`src/rtl/core/bmf_pkg.sv`:
```
// ----------------------------------------------------------------------------
// bmf_pkg
// Shared types and constants of the zero-padded box mean filter.
// ----------------------------------------------------------------------------
`default_nettype none

package bmf_pkg;

  localparam int KSIZE_W  = 3;
  localparam int IWIDTH_W = 11;
  localparam int IHEIGHT_W = 16;
  localparam int CFG_W    = 16;
  localparam int CFG_IDX_W = 2;

  localparam logic [CFG_IDX_W-1:0] CFG_KERNEL_SIZE  = 2'd0;
  localparam logic [CFG_IDX_W-1:0] CFG_IMAGE_WIDTH  = 2'd1;
  localparam logic [CFG_IDX_W-1:0] CFG_IMAGE_HEIGHT = 2'd2;

  typedef enum logic [2:0] {
    ST_IDLE,
    ST_READ,
    ST_DRAIN,
    ST_LOAD,
    ST_DIV,
    ST_DONE
  } bmf_state_t;

  typedef struct packed {
    logic take;
    logic win_init;
    logic win_read;
    logic div_start;
    logic div_step;
    logic load_out;
  } bmf_cmd_t;

  typedef struct packed {
    logic skip;
    logic due;
    logic win_last;
    logic div_done;
    logic out_free;
  } bmf_stat_t;

endpackage

`default_nettype wire

```
`src/rtl/core/bmf_ctrl.sv`:
```
// ----------------------------------------------------------------------------
// bmf_ctrl
// Sequencer: take a request and, when a mean is due, walk the window, divide, hand off the result.
// ----------------------------------------------------------------------------
`default_nettype none

module bmf_ctrl
  import bmf_pkg::*;
(
  input  wire logic      clk,
  input  wire logic      rst,
  input  wire logic      in_valid,
  output logic           in_ready,
  input  wire bmf_stat_t stat,
  output bmf_cmd_t       cmd
);

  bmf_state_t state, state_next;

  always_ff @(posedge clk) begin
    if (rst) begin
      state <= ST_IDLE;
    end else begin
      state <= state_next;
    end
  end

  always_comb begin
    state_next = state;
    cmd        = '0;
    in_ready   = 1'b0;
    case (state)
      ST_IDLE: begin
        in_ready = 1'b1;
        if (in_valid && !stat.skip) begin
          cmd.take = 1'b1;
          if (stat.due) begin
            cmd.win_init = 1'b1;
            state_next   = ST_READ;
          end
        end
      end
      ST_READ: begin
        cmd.win_read = 1'b1;
        if (stat.win_last) begin
          state_next = ST_DRAIN;
        end
      end
      ST_DRAIN: begin
        state_next = ST_LOAD;
      end
      ST_LOAD: begin
        cmd.div_start = 1'b1;
        state_next    = ST_DIV;
      end
      ST_DIV: begin
        if (stat.div_done) begin
          state_next = ST_DONE;
        end else begin
          cmd.div_step = 1'b1;
        end
      end
      ST_DONE: begin
        if (stat.out_free) begin
          cmd.load_out = 1'b1;
          state_next   = ST_IDLE;
        end
      end
      default: begin
        state_next = ST_IDLE;
      end
    endcase
  end

endmodule

`default_nettype wire

```
`config.mk`:
```
export PLATFORM = sky130hd
export DESIGN_NAME = bmf_ctrl
export DESIGN_NICKNAME = d
export VERILOG_FILES = /design/src/rtl/core/bmf_pkg.sv /design/src/rtl/core/bmf_ctrl.sv
export SDC_FILE = /design/constraint.sdc
export NUM_CORES = 1
export LEC_CHECK = 0
export BUFFER_PORTS_ARGS = -buffer_cell sky130_fd_sc_hd__buf_4
export CORE_AREA = 2 2 39 41
export CTS_CLUSTER_DIAMETER = 60
export DETAILED_ROUTE_END_ITERATION = 12
export DIE_AREA = 0 0 41 43
export PLACE_DENSITY = 0.49
export SLEW_MARGIN = 20
export SYNTH_ARGS = -nofsm -noshare
export SYNTH_HDL_FRONTEND = slang
export SYNTH_SLANG_ARGS = --single-unit
```
`constraint.sdc`:
```
create_clock -name clk -period 2.45 [get_ports clk]
set_input_delay 0.49 -clock clk [delete_from_list [all_inputs] [get_ports clk]]
set_output_delay 0.49 -clock clk [all_outputs]
set_load 0.005 [all_outputs]
```
==> impl_metrics.env, run 1 <==
export IMPL_status="complete, no violations"
export IMPL_setup_viol=0
export IMPL_cp_start_kind="register"
export IMPL_wire_per_inst_um=9.03
export IMPL_grt_pass1_vias=232
export IMPL_antenna_cells=0
export IMPL_grt_use_total=0.0822
export IMPL_endpoint_kind="primary output"
export IMPL_path_cells="nor4b_1 > buf_4"
export IMPL_wirelength_um=551
export IMPL_grt_overflow_total=0
export IMPL_slew_headroom=0.744
export IMPL_place_ws_ps=831
export IMPL_grt_max_degree=12
export IMPL_finish_utilization=0.279
export IMPL_drive_gt1_frac=0.489
export IMPL_place_hpwl_um=445
export IMPL_fin_crit_sh=0.689
export IMPL_clk_pin_slew_ps=40
export IMPL_layout_nets=54
export IMPL_synth_area_um2=259
export IMPL_seq_area_frac_synth=0.232
export IMPL_numPortBuffers=14
export IMPL_core_area_um2=1380
export IMPL_ios=15
export IMPL_max_freq_ghz=0.593
export IMPL_root_buffer="clkbuf_4"
export IMPL_critPathLaunch="state[2]"
export IMPL_maxCapViolations=0
export IMPL_syn_num_nets=38
export IMPL_path_depth=2
export IMPL_p_total_mw=0.180
export IMPL_die_h_um=43
export IMPL_synth_avg_cell_area_um2=8.63
export IMPL_cts_buffers=3
export IMPL_vias_per_cell=4.21
export IMPL_critPathSlowestCell="dfxtp_1"
export IMPL_largest_register_ffs=3
export IMPL_worst_pin_slew_ps=383
export IMPL_placedInstanceArea_um2=360
export IMPL_drc=0
export IMPL_dr_pass1_iters=1
export IMPL_grt_pass1_wl_um=959
export IMPL_skew_ps=2.46
export IMPL_worstPathMaxFanout=11
export IMPL_cts_max_level=1
export IMPL_ant_nets=0
export IMPL_start_util=0.187
export IMPL_final_cell_mix="buf_4 (14), nor2_1 (4), nand2_1 (3), clkbuf_4 (3), dfxtp_1 (3)"
export IMPL_ir_worst_vdd_mv=0.162
export IMPL_crit_required_ps=1960
export IMPL_arrival_ps=1200
export IMPL_ys_ff_latch=3
export IMPL_cts_hold_buf=0
export IMPL_path_buf_inv=1
export IMPL_p_leak_nw=0.176
export IMPL_hold_viol=0
export IMPL_post_cts_buffers=0
export IMPL_final_common_cell="buf_4"
export IMPL_synth_distinct_cells=20
export IMPL_holdCritStartpoint="rst"
export IMPL_cts_sinks=3
export IMPL_setup_slack_ps=763
export IMPL_worstHoldPathCells=2
export IMPL_regMostFlops="state"
export IMPL_hold_path_class="input pin to register"
export IMPL_slew_violations=0
export IMPL_placementRows=14
export IMPL_slowest_delay_ps=530
export IMPL_powerDensity_nw_per_um2=466
export IMPL_setup_worst_path_class="register to primary output"
export IMPL_grt_antenna_before_repair=0
export IMPL_syn_inst=30
export IMPL_gp_congestion=0.593
export IMPL_rsz0062_at_grt="no"
export IMPL_via_count=257
export IMPL_syn2layout_area_growth_pct=49.3
export IMPL_reg2reg_depth=3
export IMPL_r2r_start="state[2]"
export IMPL_grt_util_met3=0.0314
export IMPL_top_usage_layer="met2"
export IMPL_cts_resized=0
export IMPL_clockBufferDepth=2
export IMPL_cts_tree="yes"
export IMPL_rr_endpoint="state[2]"
export IMPL_die_area_um2=1760
export IMPL_clk_insertion_delay_late_ps=230
export IMPL_reg_largest_list="state x3"
export IMPL_met1_usage=0.0895
export IMPL_met2_usage=0.122
export IMPL_crit_path_end="cmd[1]"
export IMPL_finalSetupTns_ps=0
export IMPL_drt_iter0_markers=0
export IMPL_fp_dieW_um=41
export IMPL_final_area_um2=387
export IMPL_reg2reg_setup_slack_ps=1360
export IMPL_period_needed_ps=1690
export IMPL_crit_family="flip-flops"
export IMPL_ys_warn_count=0
## synth_stat cells
cell type | instances | area [µm²]
and3b_1 | 2 | 17.5
nor4b_1 | 1 | 8.76
buf_4 | 1 | 7.51
nand3b_1 | 2 | 15.0
a21o_1 | 1 | 7.51
a31oi_1 | 1 | 6.26
dfxtp_1 | 3 | 60.1
nor4b_2 | 1 | 15.0
inv_1 | 1 | 3.75
nor3_2 | 1 | 10.0
o21a_1 | 1 | 7.51
nor3_1 | 1 | 5.00
a211oi_2 | 1 | 12.5
buf_2 | 1 | 5.00
nor4_1 | 1 | 6.26
nor2_1 | 4 | 15.0
buf_6 | 1 | 11.3
nor2b_1 | 1 | 6.26
nand2_1 | 3 | 11.3
nand2b_4 | 2 | 27.5
## worst min path at each step
stage          endpoint
6_report       state[1]
5_1_grt        state[2]
2_1_floorplan  state[1]
3_3_place_gp   state[1]
4_1_cts        state[2]
3_5_place_dp   state[1]
## area by class of cell
cell class,count,area (µm²)
repair buffers,14,105
clock buffers,4,26.3
multi-input cells,23,171
inverters,1,3.75
flip-flops and latches,3,60.1
well taps,16,20.0
fillers,165,997
## worst register-to-register path, stage by stage, from the launching register on
cell     delay, ps
dfxtp_1        530
and3b_1        240
a31oi_1        160
nor2_1          60
## logic make-up after synthesis
group,after synthesis,synth area share
and+or+nand+nor,19,0.531
AOI/OAI and AO/OA,4,0.130
buffers and inverters,4,0.106
DFF,3,0.232
## per-stage QoR
step | hold WS, ps | cells
after floorplan | 553 | 30
after global placement | 683 | 57
after detailed placement | 674 | 57
after CTS | 452 | 61
after global routing | 440 | 61
final | 461 | 61
## power breakdown
part | internal [mW] | leakage [nW] | switching (mW)
logic | 0.0243 | 0.137 | 0.0126
clock network | 0.0610 | 0.0150 | 0.0248
registers | 0.0514 | 0.0243 | 0.00612
## routing by layer
layer	vias up	part of all wire
li1	136	-
met1	116	0.42
met2	5	0.52
met3	0	0.062
met4	0	0
met5	-	0
(Power assumes the default switching activity.)
==> run 2, diff against run 1 <==
==> constraint.sdc (replaced) <==
create_clock -name clk -period 1.7 [get_ports clk]
set_input_delay 0.34 -clock clk [delete_from_list [all_inputs] [get_ports clk]]
set_output_delay 0.34 -clock clk [all_outputs]
set_load 0.005 [all_outputs]
==> run 2 against run 1 <==
Die area is the same. Clock skew is 1.4 ps higher. Design area stayed put. Sequential share of layout area stayed put. Core utilization stayed put. First-iteration DRC count did not move. Clock power grew 46%. Worst setup slack worse by 610 ps. Critical endpoint unchanged. Largest power group unchanged.
==> impl_metrics.env, run 2 (synthesis gave the netlist of run 1 again) <==
export IMPL_critPathLaunch="state[2]"
export IMPL_root_buffer="clkbuf_4"
export IMPL_finish_utilization=0.279
export IMPL_setup_viol=0
export IMPL_holdCritStartpoint="rst"
export IMPL_arrival_ps=1200
export IMPL_cts_tree="yes"
export IMPL_dr_pass1_iters=1
export IMPL_seq_area_um2=60.1
export IMPL_via_count=247
export IMPL_rsz0062_at_grt="no"
export IMPL_endpoint_kind="primary output"
export IMPL_die_h_um=43
export IMPL_grt_max_degree=12
export IMPL_layout_nets=54
export IMPL_wirelength_um=536
export IMPL_wire_per_inst_um=8.79
export IMPL_slew_headroom=0.747
export IMPL_grt_overflow_total=0
export IMPL_worstPathMaxFanout=11
export IMPL_slew_violations=0
export IMPL_cts_max_level=1
export IMPL_core_area_um2=1380
export IMPL_powerDensity_nw_per_um2=674
export IMPL_ios=15
export IMPL_status="complete, no violations"
export IMPL_ir_worst_vdd_mv=0.209
export IMPL_fin_cells=61
export IMPL_reg2reg_setup_slack_ps=620
export IMPL_largest_register_ffs=3
export IMPL_hold_path_class="input pin to register"
export IMPL_r2r_start="state[2]"
export IMPL_regMostFlops="state"
export IMPL_worst_pin_slew_ps=378
export IMPL_grt_pass1_wl_um=959
export IMPL_drc=0
export IMPL_placementRows=14
export IMPL_setup_slack_ps=156
export IMPL_crit_path_end="cmd[1]"
export IMPL_place_hpwl_um=423
export IMPL_clockBufferDepth=2
export IMPL_hold_viol=0
export IMPL_rr_endpoint="state[2]"
export IMPL_multiInputGateArea_um2=171
export IMPL_drive_gt1_frac=0.489
export IMPL_placed_cells=57
export IMPL_numPortBuffers=14
export IMPL_final_common_cell="buf_4"
export IMPL_place_ws_ps=395
export IMPL_gp_congestion=0.619
export IMPL_start_util=0.187
export IMPL_antenna_cells=0
export IMPL_finalSetupTns_ps=0
export IMPL_vias_per_cell=4.05
export IMPL_maxCapViolations=0
export IMPL_die_area_um2=1760
export IMPL_period_needed_ps=1540
export IMPL_p_leak_nw=0.176
export IMPL_reg2reg_depth=3
export IMPL_cts_sinks=3
export IMPL_slowest_delay_ps=530
export IMPL_cts_buffers=3
export IMPL_path_cells="nor4b_1 > buf_4"
export IMPL_drt_iter0_markers=0
export IMPL_crit_required_ps=1360
export IMPL_cp_start_kind="register"
export IMPL_cts_resized=0
export IMPL_critPathSlowestCell="dfxtp_1"
export IMPL_clk_pin_slew_ps=40
export IMPL_setup_worst_path_class="register to primary output"
export IMPL_grt_antenna_before_repair=0
export IMPL_reg_largest_list="state x3"
export IMPL_skew_ps=3.89
export IMPL_ant_nets=0
export IMPL_fp_dieW_um=41
export IMPL_final_cell_mix="buf_4 (14), nor2_1 (4), nand2_1 (3), clkbuf_4 (3), dfxtp_1 (3)"
export IMPL_fin_crit_sh=0.908
export IMPL_grt_pass1_vias=239
export IMPL_cts_hold_buf=0
export IMPL_grt_use_total=0.0854
export IMPL_fillers=152
export IMPL_p_total_mw=0.260
export IMPL_clk_insertion_delay_late_ps=230
export IMPL_max_freq_ghz=0.648
export IMPL_syn2layout_area_growth_pct=49.3
export IMPL_post_cts_buffers=0
-- run 2: stage by stage --
| stage | area, µm² | hold WS [ps] |
|---|---|---|
| 2_1_floorplan | 259 | 412 |
| 3_3_place_gp | 360 | 551 |
| 4_1_cts | 387 | 299 |
| 6_report | 387 | 310 |
| 3_5_place_dp | 360 | 554 |
| 5_1_grt | 387 | 305 |
-- run 2: how the worst min path moves through the flow --
stage / to / slack (ps) / cells past startpoint
6_report: state[2] / 310 / 2
3_3_place_gp: state[2] / 550 / 2
2_1_floorplan: state[2] / 410 / 1
5_1_grt: state[2] / 310 / 2
4_1_cts: state[2] / 300 / 2
3_5_place_dp: state[2] / 550 / 2
-- run 2: critical path, delay by kind of cell, from the launching register on --
| family | cells | cell delay, ps |
|---|---|---|
| flip-flops | 1 | 530 |
| buffers and inverters | 1 | 160 |
| AND/OR/NAND/NOR | 1 | 280 |
-- run 2: layout make-up --
type	count	area share
inverter	1	0.00971
timing repair buffer	14	0.272
clock buffer	4	0.0680
tap	16	0.0518
sequential	3	0.155
multi-input combinational	23	0.443
-- run 2: per-layer routing --
| metal | up-vias | routed length [µm] | share of wire | global-route usage |
|---|---|---|---|---|
| li1 | 137 | - | - | - |
| met1 | 105 | 212 | 0.40 | 0.0935 |
| met2 | 5 | 283 | 0.53 | 0.119 |
| met3 | 0 | 40 | 0.075 | 0.0471 |
| met4 | 0 | 0 | 0 | 0.0600 |
| met5 | - | 0 | 0 | 0 |
-- run 2: report_power, final --
part	internal (mW)	total [mW]	switching, mW
Combinational	0.0350	0.0531	0.0181
Sequential	0.0740	0.0828	0.00873
Clock	0.0879	0.125	0.0366
Total	0.197	0.260	0.0634
==> run 3, diff against run 2 <==
--- a/config.mk
+++ b/config.mk
@@ -6,10 +6,11 @@
 export NUM_CORES = 1
 export LEC_CHECK = 0
 export BUFFER_PORTS_ARGS = -buffer_cell sky130_fd_sc_hd__buf_4
-export CORE_AREA = 2 2 39 41
+export CORE_AREA = 10 10 47 49
+export CTS_BUF_LIST = sky130_fd_sc_hd__clkbuf_2
 export CTS_CLUSTER_DIAMETER = 60
 export DETAILED_ROUTE_END_ITERATION = 12
-export DIE_AREA = 0 0 41 43
+export DIE_AREA = 0 0 57 59
 export PLACE_DENSITY = 0.49
 export SLEW_MARGIN = 20
 export SYNTH_ARGS = -nofsm -noshare
==> constraint.sdc (replaced) <==
create_clock -name clk -period 1.8 [get_ports clk]
set_input_delay 0.36 -clock clk [delete_from_list [all_inputs] [get_ports clk]]
set_output_delay 0.36 -clock clk [all_outputs]
set_load 0.005 [all_outputs]
==> run 3 against run 2 <==
Via count is 2.0% lower. Non-clock buffer count stayed put. Register-to-register slack better by 80 ps. Wire length is 31% higher. Clock skew is 2.5 ps lower. Final cell count stayed put. Clock power is 26% lower. Flip-flop and latch count stayed put. Largest power group unchanged.
==> impl_metrics.env, run 3 (synthesis gave the netlist of run 1 again) <==
export IMPL_status="complete, no violations"
export IMPL_switching_power_mw=0.0605
export IMPL_cts_sinks=3
export IMPL_met2_usage=0.0682
export IMPL_power_frac_seq=0.355
export IMPL_clockBufferDepth=2
export IMPL_grt_pass1_wl_mm=1.21
export IMPL_cp_start_kind="register"
export IMPL_drc=0
export IMPL_reg_largest_list="state x3"
export IMPL_slew_headroom=0.725
export IMPL_power_internal_mw=0.162
export IMPL_drt_iter0_markers=3
export IMPL_finalSetupTns_ps=0
export IMPL_final_cell_mix="buf_4 (14), nor2_1 (4), clkbuf_2 (4)"
export IMPL_start_util=0.185
export IMPL_ant_nets=0
export IMPL_slowest_delay_ps=560
export IMPL_worstPathMaxFanout=9
export IMPL_maxCapViolations=0
export IMPL_reg2reg_setup_slack_ps=700
export IMPL_core_area_um2=1400
export IMPL_worst_pin_slew_ps=413
export IMPL_fp_dieW_um=57
export IMPL_via_count=242
export IMPL_final_common_cell="buf_4"
export IMPL_endpoint_kind="primary output"
export IMPL_crit_required_ps=1440
export IMPL_fin_crit_sh=0.856
export IMPL_root_buffer="clkbuf_2"
export IMPL_grt_pass1_vias=273
export IMPL_cts_buffers=3
export IMPL_ir_worst_vdd_mv=0.178
export IMPL_rsz0062_at_grt="no"
export IMPL_fillers=162
export IMPL_p_leak_nw=0.177
export IMPL_combPwrFrac=0.230
export IMPL_holdWs_ps=363
export IMPL_place_hpwl_um=552
export IMPL_vias_per_cell=3.97
export IMPL_numPortBuffers=14
export IMPL_reg2reg_depth=3
export IMPL_wire_per_inst_um=11.5
export IMPL_clk_pin_slew_ps=40
export IMPL_grt_use_total=0.0471
export IMPL_pwr_share_clk=0.416
export IMPL_powerDensity_nw_per_um2=584
export IMPL_place_ws_ps=464
export IMPL_path_cells="nor3_2 > and3b_1 > buf_4"
export IMPL_cts_hold_buf=0
export IMPL_dr_pass1_iters=2
export IMPL_drive_gt1_frac=0.511
export IMPL_skew_ps=1.39
export IMPL_gp_congestion=0.643
export IMPL_ios=15
export IMPL_placed_cells=57
export IMPL_arrival_ps=1180
export IMPL_post_cts_buffers=0
export IMPL_cts_resized=0
export IMPL_layout_nets=54
export IMPL_placementRows=14
export IMPL_path_depth=3
export IMPL_largest_register_ffs=3
export IMPL_hold_viol=0
export IMPL_die_h_um=59
export IMPL_max_freq_ghz=0.649
export IMPL_met1_usage=0.0451
export IMPL_antenna_cells=0
export IMPL_switching_share=0.272
export IMPL_regMostFlops="state"
export IMPL_setup_viol=0
export IMPL_setup_worst_path_class="register to primary output"
export IMPL_slew_violations=0
export IMPL_period_needed_ps=1540
export IMPL_wirelength_um=701
export IMPL_grt_antenna_before_repair=0
export IMPL_fin_cells=61
export IMPL_path_buf_inv=1
export IMPL_top_usage_layer="met2"
export IMPL_worstHoldPathCells=2
export IMPL_critPathSlowestCell="dfxtp_1"
export IMPL_syn2layout_area_growth_pct=46.9
export IMPL_grt_max_degree=12
export IMPL_setup_slack_ps=259
export IMPL_crit_family="flip-flops"
export IMPL_grt_util_met3=0.0258
export IMPL_grt_overflow_total=0
export IMPL_hold_path_class="input pin to register"
export IMPL_cts_max_level=1
export IMPL_clk_insertion_delay_late_ps=200
export IMPL_die_area_um2=3360
export IMPL_cts_tree="yes"
run 3: final cells by class:
type                       count  area (µm²)  area share
sequential                     3        60.1       0.158
timing repair buffer          14         105       0.276
inverter                       1        3.75     0.00987
multi-input combinational     23         171       0.451
clock buffer                   4        20.0      0.0526
tap                           16        20.0      0.0526
run 3: metrics by stage:
step / util / cell area, µm² / power [mW]
5_1_grt: 0.271 / 380 / 0.245
3_3_place_gp: 0.257 / 360 / 0.131
4_1_cts: 0.271 / 380 / 0.230
2_1_floorplan: - / 259 / 0.105
6_report: 0.271 / 380 / 0.222
3_5_place_dp: 0.257 / 360 / 0.132
run 3: layer usage:
| layer | vias to the layer above | wire (µm) |
|---|---|---|
| met4 | 0 | 0 |
| met5 | - | 0 |
| met3 | 0 | 60 |
| li1 | 133 | - |
| met2 | 5 | 386 |
| met1 | 104 | 254 |
run 3: power by group through the flow:
stage / logic, mW / registers (mW) / clock network, mW
2_1_floorplan: 0.0335 / 0.0716 / 0
3_3_place_gp: 0.0518 / 0.0795 / 0
3_5_place_dp: 0.0520 / 0.0797 / 0
4_1_cts: 0.0521 / 0.0785 / 0.0998
5_1_grt: 0.0567 / 0.0797 / 0.108
6_report: 0.0510 / 0.0788 / 0.0923
run 3: worst paths after layout:
path | startpoint | to
worst max-delay path | state[0] | cmd[5]
worst min-delay path | rst | state[2]
worst max register to register | state[2] | state[2]
worst min register to register | state[2] | state[1]
